`src/rtl/core/kdlpr_pkg.sv`:
```
// Shared types and constants for the key debounce block with long press and auto-repeat.
// No dependencies; imported by the top-level module and its testbench.
`timescale 1ns / 1ps
`default_nettype none

package kdlpr_pkg;

  // Width of the debounce, long-press and repeat countdowns.
  localparam int COUNT_BITS = 24;
  // Width of the tick-count configuration registers.
  localparam int CFG_BITS   = 24;
  localparam int MARKER_BITS = 32;

  // APB port geometry: five 32-bit registers at byte addresses 4*i.
  localparam int APB_DATA_BITS = 32;
  localparam int APB_ADDR_BITS = 5;
  localparam int REG_IDX_BITS  = APB_ADDR_BITS - 2;

  // Stream word widths.
  localparam int IN_TDATA_BITS  = 8;
  localparam int OUT_TDATA_BITS = 40;
  localparam int OUT_TUSER_BITS = 2;

  typedef logic [COUNT_BITS-1:0] cnt_t;
  typedef logic [CFG_BITS-1:0]   cfg_ticks_t;

  // Kind of event reported on the result channel.
  typedef enum logic [OUT_TUSER_BITS-1:0] {
    EV_PRESSED  = 2'd0,
    EV_RELEASED = 2'd1,
    EV_LONG     = 2'd2,
    EV_REPEAT   = 2'd3
  } ev_kind_t;

  // Configuration register indexes.
  typedef enum logic [REG_IDX_BITS-1:0] {
    REG_POLARITY     = 3'd0,
    REG_DEBOUNCE     = 3'd1,
    REG_LONG_PRESS   = 3'd2,
    REG_REPEAT       = 3'd3,
    REG_KEY_MARKER   = 3'd4
  } reg_idx_t;

  localparam cfg_ticks_t DEBOUNCE_RESET = cfg_ticks_t'(20000);

endpackage : kdlpr_pkg

`default_nettype wire

```
`src/rtl/core/key_debounce_long_press_repeat.sv`:
```
// Top level of the key debounce block with long-press and auto-repeat events.
// Depends on kdlpr_pkg for widths, event kinds and register indexes.
//
// Usage:
//   The in_ stream carries one word per tick with the raw key pin level in bit 0.
//   The first word after reset only primes the stored level and debounced state.
//   Later level changes restart the debounce countdown; on expiry a pressed or
//   released event is reported. A press starts the long-press countdown if one is set;
//   its expiry reports a long press and, if a repeat period is set, starts periodic repeat events.
//   The out_ stream carries at most one event word per input word: tuser holds
//   the event kind, tdata the debounced state and the configured key marker.
//   An event is valid in the cycle after its tick is taken.
//   Throughput is one tick per cycle while out_ does not stall; the whole update is one pass of counter
//   decrement and compare logic between the state registers.
//   The output register lets a new tick be taken in the same cycle the pending
//   event is taken; while the receiver stalls with an event pending, in_tready
//   stays low and no tick is taken.
//   Reset (rst_n low, synchronous) clears key state and the valid flag and loads register
//   defaults: active low, 20000 debounce ticks, long press and repeat off, marker zero.
//   The user writes registers via the APB port only while the block is idle (not enforced).
`timescale 1ns / 1ps
`default_nettype none

module key_debounce_long_press_repeat
  import kdlpr_pkg::*;
(
  input  wire logic                      clk,
  input  wire logic                      rst_n,
  // Input stream
  input  wire logic                      in_tvalid,
  output logic                           in_tready,
  input  wire logic [IN_TDATA_BITS-1:0]  in_tdata,    // [0] pin_level, [7:1] zero
  // Result stream
  output logic                           out_tvalid,
  input  wire logic                      out_tready,
  output logic [OUT_TDATA_BITS-1:0]      out_tdata,   // [0] pressed_state, [32:1] event_marker
  output logic [OUT_TUSER_BITS-1:0]      out_tuser,   // [1:0] event_kind
  // Configuration port
  input  wire logic                      cfg_psel,
  input  wire logic                      cfg_penable,
  input  wire logic                      cfg_pwrite,
  input  wire logic [APB_ADDR_BITS-1:0]  cfg_paddr,
  input  wire logic [APB_DATA_BITS-1:0]  cfg_pwdata,
  output logic [APB_DATA_BITS-1:0]       cfg_prdata,
  output logic                           cfg_pready
);

  // Configuration registers
  logic                   pol_low_r;
  cfg_ticks_t             debounce_ticks_r;
  cfg_ticks_t             long_press_ticks_r;
  cfg_ticks_t             repeat_ticks_r;
  logic [MARKER_BITS-1:0] key_marker_r;

  // Key state
  logic primed_r,   primed_nxt;
  logic prev_r,     prev_nxt;
  logic deb_r,      deb_nxt;
  logic darm_r,     darm_nxt;
  cnt_t dleft_r,    dleft_nxt;
  logic larm_r,     larm_nxt;
  cnt_t lleft_r,    lleft_nxt;
  logic rarm_r,     rarm_nxt;
  cnt_t rleft_r,    rleft_nxt;

  // Result register
  logic                   out_valid_r;
  ev_kind_t               out_kind_r;
  logic                   out_state_r;
  logic [MARKER_BITS-1:0] out_marker_r;

  logic     in_acc;
  logic     cfg_wr;
  logic     level;
  logic     fired;
  logic     emit;
  ev_kind_t kind;
  reg_idx_t cfg_idx;

  assign cfg_pready = 1'b1;
  assign cfg_wr     = cfg_psel & cfg_penable & cfg_pwrite & cfg_pready;
  assign cfg_idx    = reg_idx_t'(cfg_paddr[APB_ADDR_BITS-1:2]);

  // Register writes.
  always_ff @(posedge clk) begin
    if (!rst_n) begin
      pol_low_r          <= 1'b1;
      debounce_ticks_r   <= DEBOUNCE_RESET;
      long_press_ticks_r <= '0;
      repeat_ticks_r     <= '0;
      key_marker_r       <= '0;
    end else if (cfg_wr) begin
      unique case (cfg_idx)
        REG_POLARITY:   pol_low_r          <= cfg_pwdata[0];
        REG_DEBOUNCE:   debounce_ticks_r   <= cfg_pwdata[CFG_BITS-1:0];
        REG_LONG_PRESS: long_press_ticks_r <= cfg_pwdata[CFG_BITS-1:0];
        REG_REPEAT:     repeat_ticks_r     <= cfg_pwdata[CFG_BITS-1:0];
        REG_KEY_MARKER: key_marker_r       <= cfg_pwdata[MARKER_BITS-1:0];
        default: ;
      endcase
    end
  end

  // Register reads.
  always_comb begin
    unique case (cfg_idx)
      REG_POLARITY:   cfg_prdata = APB_DATA_BITS'(pol_low_r);
      REG_DEBOUNCE:   cfg_prdata = APB_DATA_BITS'(debounce_ticks_r);
      REG_LONG_PRESS: cfg_prdata = APB_DATA_BITS'(long_press_ticks_r);
      REG_REPEAT:     cfg_prdata = APB_DATA_BITS'(repeat_ticks_r);
      REG_KEY_MARKER: cfg_prdata = APB_DATA_BITS'(key_marker_r);
      default:        cfg_prdata = '0;
    endcase
  end

  // A tick is taken whenever the result register is empty or being drained.
  assign in_tready = !out_valid_r || out_tready;
  assign in_acc    = in_tvalid && in_tready;
  assign level     = in_tdata[0];

  // One pass of the key state update for the incoming tick.
  always_comb begin
    primed_nxt = primed_r;
    prev_nxt   = prev_r;
    deb_nxt    = deb_r;
    darm_nxt   = darm_r;
    dleft_nxt  = dleft_r;
    larm_nxt   = larm_r;
    lleft_nxt  = lleft_r;
    rarm_nxt   = rarm_r;
    rleft_nxt  = rleft_r;
    fired      = 1'b0;
    emit       = 1'b0;
    kind       = EV_PRESSED;

    if (!primed_r) begin
      // First tick only primes the level and the debounced state.
      primed_nxt = 1'b1;
      prev_nxt   = level;
      deb_nxt    = level ^ pol_low_r;
    end else begin
      // Edge restarts debounce and cancels long press and repeat.
      if (level != prev_r) begin
        prev_nxt  = level;
        darm_nxt  = 1'b1;
        dleft_nxt = cnt_t'(debounce_ticks_r);
        larm_nxt  = 1'b0;
        rarm_nxt  = 1'b0;
        fired     = (dleft_nxt == '0);
      end else if (darm_r) begin
        if (dleft_r != '0) begin
          dleft_nxt = dleft_r - cnt_t'(1);
        end
        fired = (dleft_nxt == '0);
      end

      if (darm_nxt && fired) begin
        // Debounce expired: sample the level and report press or release.
        darm_nxt = 1'b0;
        deb_nxt  = level ^ pol_low_r;
        larm_nxt = 1'b0;
        rarm_nxt = 1'b0;
        emit     = 1'b1;
        if (deb_nxt) begin
          kind = EV_PRESSED;
          if (long_press_ticks_r != '0) begin
            larm_nxt  = 1'b1;
            lleft_nxt = cnt_t'(long_press_ticks_r);
          end
        end else begin
          kind = EV_RELEASED;
        end
      end else if (larm_nxt) begin
        // Long-press countdown; its expiry starts the repeat period when one is set.
        if (lleft_r != '0) begin
          lleft_nxt = lleft_r - cnt_t'(1);
        end
        if (lleft_nxt == '0) begin
          larm_nxt = 1'b0;
          emit     = 1'b1;
          kind     = EV_LONG;
          if (repeat_ticks_r != '0) begin
            rarm_nxt  = 1'b1;
            rleft_nxt = cnt_t'(repeat_ticks_r);
          end
        end
      end else if (rarm_nxt) begin
        // Repeat countdown reloads itself on every expiry.
        if (rleft_r != '0) begin
          rleft_nxt = rleft_r - cnt_t'(1);
        end
        if (rleft_nxt == '0) begin
          rleft_nxt = cnt_t'(repeat_ticks_r);
          emit      = 1'b1;
          kind      = EV_REPEAT;
        end
      end
    end
  end

  // Key state registers.
  always_ff @(posedge clk) begin
    if (!rst_n) begin
      primed_r <= 1'b0;
      prev_r   <= 1'b0;
      deb_r    <= 1'b0;
      darm_r   <= 1'b0;
      dleft_r  <= '0;
      larm_r   <= 1'b0;
      lleft_r  <= '0;
      rarm_r   <= 1'b0;
      rleft_r  <= '0;
    end else if (in_acc) begin
      primed_r <= primed_nxt;
      prev_r   <= prev_nxt;
      deb_r    <= deb_nxt;
      darm_r   <= darm_nxt;
      dleft_r  <= dleft_nxt;
      larm_r   <= larm_nxt;
      lleft_r  <= lleft_nxt;
      rarm_r   <= rarm_nxt;
      rleft_r  <= rleft_nxt;
    end
  end

  // Result register: valid flag.
  always_ff @(posedge clk) begin
    if (!rst_n) begin
      out_valid_r <= 1'b0;
    end else if (in_acc) begin
      out_valid_r <= emit;
    end else if (out_tready) begin
      out_valid_r <= 1'b0;
    end
  end

  // Result register: payload, loaded with every event.
  always_ff @(posedge clk) begin
    if (in_acc && emit) begin
      out_kind_r   <= kind;
      out_state_r  <= deb_nxt;
      out_marker_r <= key_marker_r;
    end
  end

  assign out_tvalid = out_valid_r;
  assign out_tuser  = out_kind_r;
  assign out_tdata  = {(OUT_TDATA_BITS - MARKER_BITS - 1)'(0), out_marker_r, out_state_r};

  // Nothing is reported before the priming word.
  a_no_event_unprimed: assert property (@(posedge clk) disable iff (!rst_n)
    !primed_r |-> !out_valid_r)
    else $error("event reported before priming");

  // Long press and repeat countdowns are never armed together.
  a_long_repeat_excl: assert property (@(posedge clk) disable iff (!rst_n)
    !(larm_r && rarm_r))
    else $error("long press and repeat armed together");

  // A release always reports the key as not pressed.
  a_release_state: assert property (@(posedge clk) disable iff (!rst_n)
    (out_valid_r && out_kind_r == EV_RELEASED) |-> !out_state_r)
    else $error("release event with key pressed");

  // Press, long press and repeat events all report the key as pressed.
  a_held_state: assert property (@(posedge clk) disable iff (!rst_n)
    (out_valid_r && (out_kind_r == EV_PRESSED || out_kind_r == EV_LONG ||
                     out_kind_r == EV_REPEAT)) |-> out_state_r)
    else $error("held-key event with key released");

  // Long press and repeat are only armed while the debounced key is pressed.
  a_armed_pressed: assert property (@(posedge clk) disable iff (!rst_n)
    (larm_r || rarm_r) |-> deb_r)
    else $error("countdown armed while key released");

endmodule : key_debounce_long_press_repeat

`default_nettype wire

```
`config.mk`:
```
export PLATFORM = sky130hd
export DESIGN_NAME = key_debounce_long_press_repeat
export DESIGN_NICKNAME = d
export VERILOG_FILES = /design/src/rtl/core/kdlpr_pkg.sv /design/src/rtl/core/key_debounce_long_press_repeat.sv
export SDC_FILE = /design/constraint.sdc
export NUM_CORES = 1
export LEC_CHECK = 0
export ABC_CLOCK_PERIOD_IN_PS = 3700
export BUFFER_PORTS_ARGS = -buffer_cell sky130_fd_sc_hd__buf_2
export CAP_MARGIN = 20
export CORE_UTILIZATION = 40
export CTS_CLUSTER_DIAMETER = 150
export CTS_CLUSTER_SIZE = 40
export DETAILED_ROUTE_END_ITERATION = 12
export SYNTH_ARGS = -nofsm -noshare
export SYNTH_HDL_FRONTEND = slang
export SYNTH_SLANG_ARGS = --single-unit
export TNS_END_PERCENT = 1
```
`constraint.sdc`:
```
create_clock -name clk -period 3.7 [get_ports clk]
set_input_delay 0.74 -clock clk [delete_from_list [all_inputs] [get_ports clk]]
set_output_delay 0.74 -clock clk [all_outputs]
set_load 0.005 [all_outputs]
```
==> run metrics <==
critical path required time=between 3 and 4 ns; crit path DAT=around 3.8 ns; share of post-route cells with drive strength above 1=between 10% and 20%; leak pwr=about 4.9 nW; Multi-input gate area=about 6600 sq um; crit-path max FO=14; largest net degree at the start of global routing=66; Slew Viols, Final=0; crit-path cells=inv_1, ha_1, or3b_2, or3_1, and4_1, o31ai_2, nor3_1, nand4_1, a21oi_1, o21ai_1, clkinvlp_4, buf_12; Core Region=between 20000 and 30000 sq um; Clock Latency Late Sink=roughly 0.5 ns; DR iter-0 viols=around 1200; fin util=46.50%; Root Driver=clkbuf_16; post-synthesis sequential area ratio=39.87%; Final min period=3.503 ns; vias in the first global route=10560; Synth Cell Area=~12000 sq um; overall power=0.004400 W; count of final hold-check violations=0; CTS Buf Count=9; f_max=approximately 0.29 GHz; Worst path slowest cell=or3b_2; routed wire length=~39 mm; # clock sinks=about 220; gpl congestion=between 0.8 and 0.9; ys flop type=dfxtp_1; worst hold path depth=0; EDFF count, synth=35; Max stage delay on crit path=approximately 0.54 ns; skew final=slightly above 0.03 ns; first-pass GRT wire length=about 62 mm; Avg WL per Cell=about 20 um; Register-to-Register Path Depth=12; Die Height=roughly 170 um; Worst VDD drop=approximately 0.31 mV; GRT Residual Overflow=0; drt pass-1 iters=5; Synth Register Bits=219; post-DP HPWL=between 20 and 30 mm; RSZ-0062 raised after global routing=true; Hold Buf Count CTS=0; Storage cell area=approximately 4700 sq um; Cells after Synth=between 1500 and 2000; Power Dens Cells=about 330 nW/um^2; FILL cells=2871; # setup viols final=0; vias post-DR=between 10000 and 15000; initial antenna violation count=1; CP endpoint kind=register; Avg Cell Area, Syn=between 7 and 8 sq um; Slew HR=38.61%; status=completed; share of the synthesized area in the top cell type=about 31%; synth top area cells=dfxtp_1 31%, nand2_1 10%, edfxtp_1 8.9%, a21oi_1 8.3%, nor2_1 3.3%; CTS H-Tree Depth=1; Clk pin slew, worst setup/hold paths=approximately 0.16 ns; Layout Nets=roughly 1700; die area=30380 sq um; DR DRC count=0; Tightest Hold Check Type=register to register; gr usage total=between 20% and 30%; Die X=174.3 um; PortBufs=111; number of I/O pins=around 130; Starting Density=about two fifths; row count=62; Via-to-Cell Ratio=~5.9; Longest Clk Path Bufs=3; CP Launch Type=register; Fin Hold WS=0.4544 ns; Fin Setup TNS=0 ns; post-route ant nets=0; CTS tree=done; MaxCap Viol Count=0; CP Class=register to register; Tightest Pin Transition=between 0.9 and 1 ns; leading area contributor after synthesis=dfxtp_1; Netlist cell types=90; Synth warnings=0; Async S/R FF share, synth=0%; Layout area overhead=13.31%; final period utilization=94.66%
## worst paths after layout
check / startpoint / endpoint / slack (ns)
worst max register to register: rleft_r[0] / out_marker_r[17] / 0.20
worst min-delay path: key_marker_r[29] / out_marker_r[29] / 0.45
worst min register to register: key_marker_r[29] / out_marker_r[29] / 0.45
worst max-delay path: rleft_r[0] / out_marker_r[17] / 0.20
## per-layer routing
| layer | vias to the layer above | global-route usage, % | wire length [um] |
|---|---|---|---|
| met5 | - | 0 | 0 |
| met4 | 0 | 6.433 | 896 |
| met3 | 47 | 2.997 | 2178 |
| met2 | 349 | 40.69 | 18280 |
| met1 | 5597 | 36.26 | 17880 |
| li1 | 5609 | - | - |
## critical path: cells and delay by family, from the launching register on
family                     cells  cell delay (ns)
and+or+nand+nor                5             1.33
adders and majority gates      1             0.30
AOI/OAI and AO/OA              3             0.60
DFF                            1             0.34
buffers and inverters          3             0.66
## synth_stat cells, types with 15 or more instances
cell type and instances:
a21oi_1 197, a22oi_1 51, and2_1 20, clkbuf_1 100, dfxtp_1 184, edfxtp_1 35, inv_1 18, mux2i_1 23
nand2_1 326, nand3_1 27, nand4_1 17, nor2_1 103, nor3_1 43, nor4_1 38, o21ai_0 35, o32ai_1 15
or3_1 20
## metrics by stage
stage          cells  cell area (sq um)  worst slack, ns
6_report        1981              13460           0.1974
4_1_cts         1977              13400          0.08743
3_5_place_dp    1964              13140           0.1202
2_1_floorplan   1513              11900           0.1402
5_1_grt         1979              13450         -0.02654
3_3_place_gp    1964              13140           0.1754
## registers in the layout, summed over array words and instances, names as in the netlist
signal              flops
out_tuser               2
key_marker_r           32
lleft_r                24
out_marker_r           32
rleft_r                24
deb_r                   1
primed_r                1
prev_r                  1
repeat_ticks_r         24
long_press_ticks_r     24
larm_r                  1
darm_r                  1
dleft_r                24
rarm_r                  1
out_state_r             1
debounce_ticks_r       24
out_tvalid              1
pol_low_r               1
## area by class of cell
type | count | share of cell area [%]
clock inverters | 2 | 0.1860
clock buffers | 11 | 1.730
flip-flops and latches | 219 | 35.19
inverters | 18 | 0.5486
well taps | 384 | 3.571
multi-input cells | 1152 | 49.20
diodes | 2 | 0.03720
repair buffers | 193 | 9.541
## placed cells by master, fill, tap and decap left out, types with 8 or more instances in the layout
cell type and n:
buf_4 73, buf_12 9, dfxtp_1 184, a22oi_1 51
o21ai_0 34, edfxtp_1 35, clkbuf_16 9, nand2_1 326
mux2i_1 23, a31oi_1 11, buf_2 111, and3_1 8
nor4_1 37, a21oi_1 196, or3_1 20, nand4_1 17
o21ai_1 13, o32ai_1 15, or4_1 11, o31ai_1 10
nor3_1 43, nor2_1 103, a211oi_1 11, and2_1 20
o21a_1 9, nand3_1 27, o32ai_2 10, conb_1 8
inv_1 16
## power breakdown
group          internal, W  switching, W  leakage (nW)
combinational     0.000244      0.000420          3.00
sequential         0.00243     0.0000351          1.74
clock             0.000470      0.000796         0.127
total              0.00315       0.00125          4.87
## logic make-up (layout without fill, tap and decap cells)
logic type | count (synthesis) | after routing | share of synthesized area [%]
other cells | 2 | 10 | 0.06324
xor+xnor | 10 | 10 | 0.7375
compound gates | 431 | 431 | 24.10
fa+ha+maj | 5 | 5 | 0.5268
buf+inv | 142 | 224 | 5.215
simple gates | 672 | 672 | 27.22
flops | 219 | 219 | 39.87
mux | 26 | 26 | 2.276
## timing repair
item	in CTS	in global routing
endpoints found under the hold margin	0	0
endpoints found under the setup margin	0	77
gates resized for setup	0	5
setup buffers	0	2
Power figures use the tool's default switching activity.
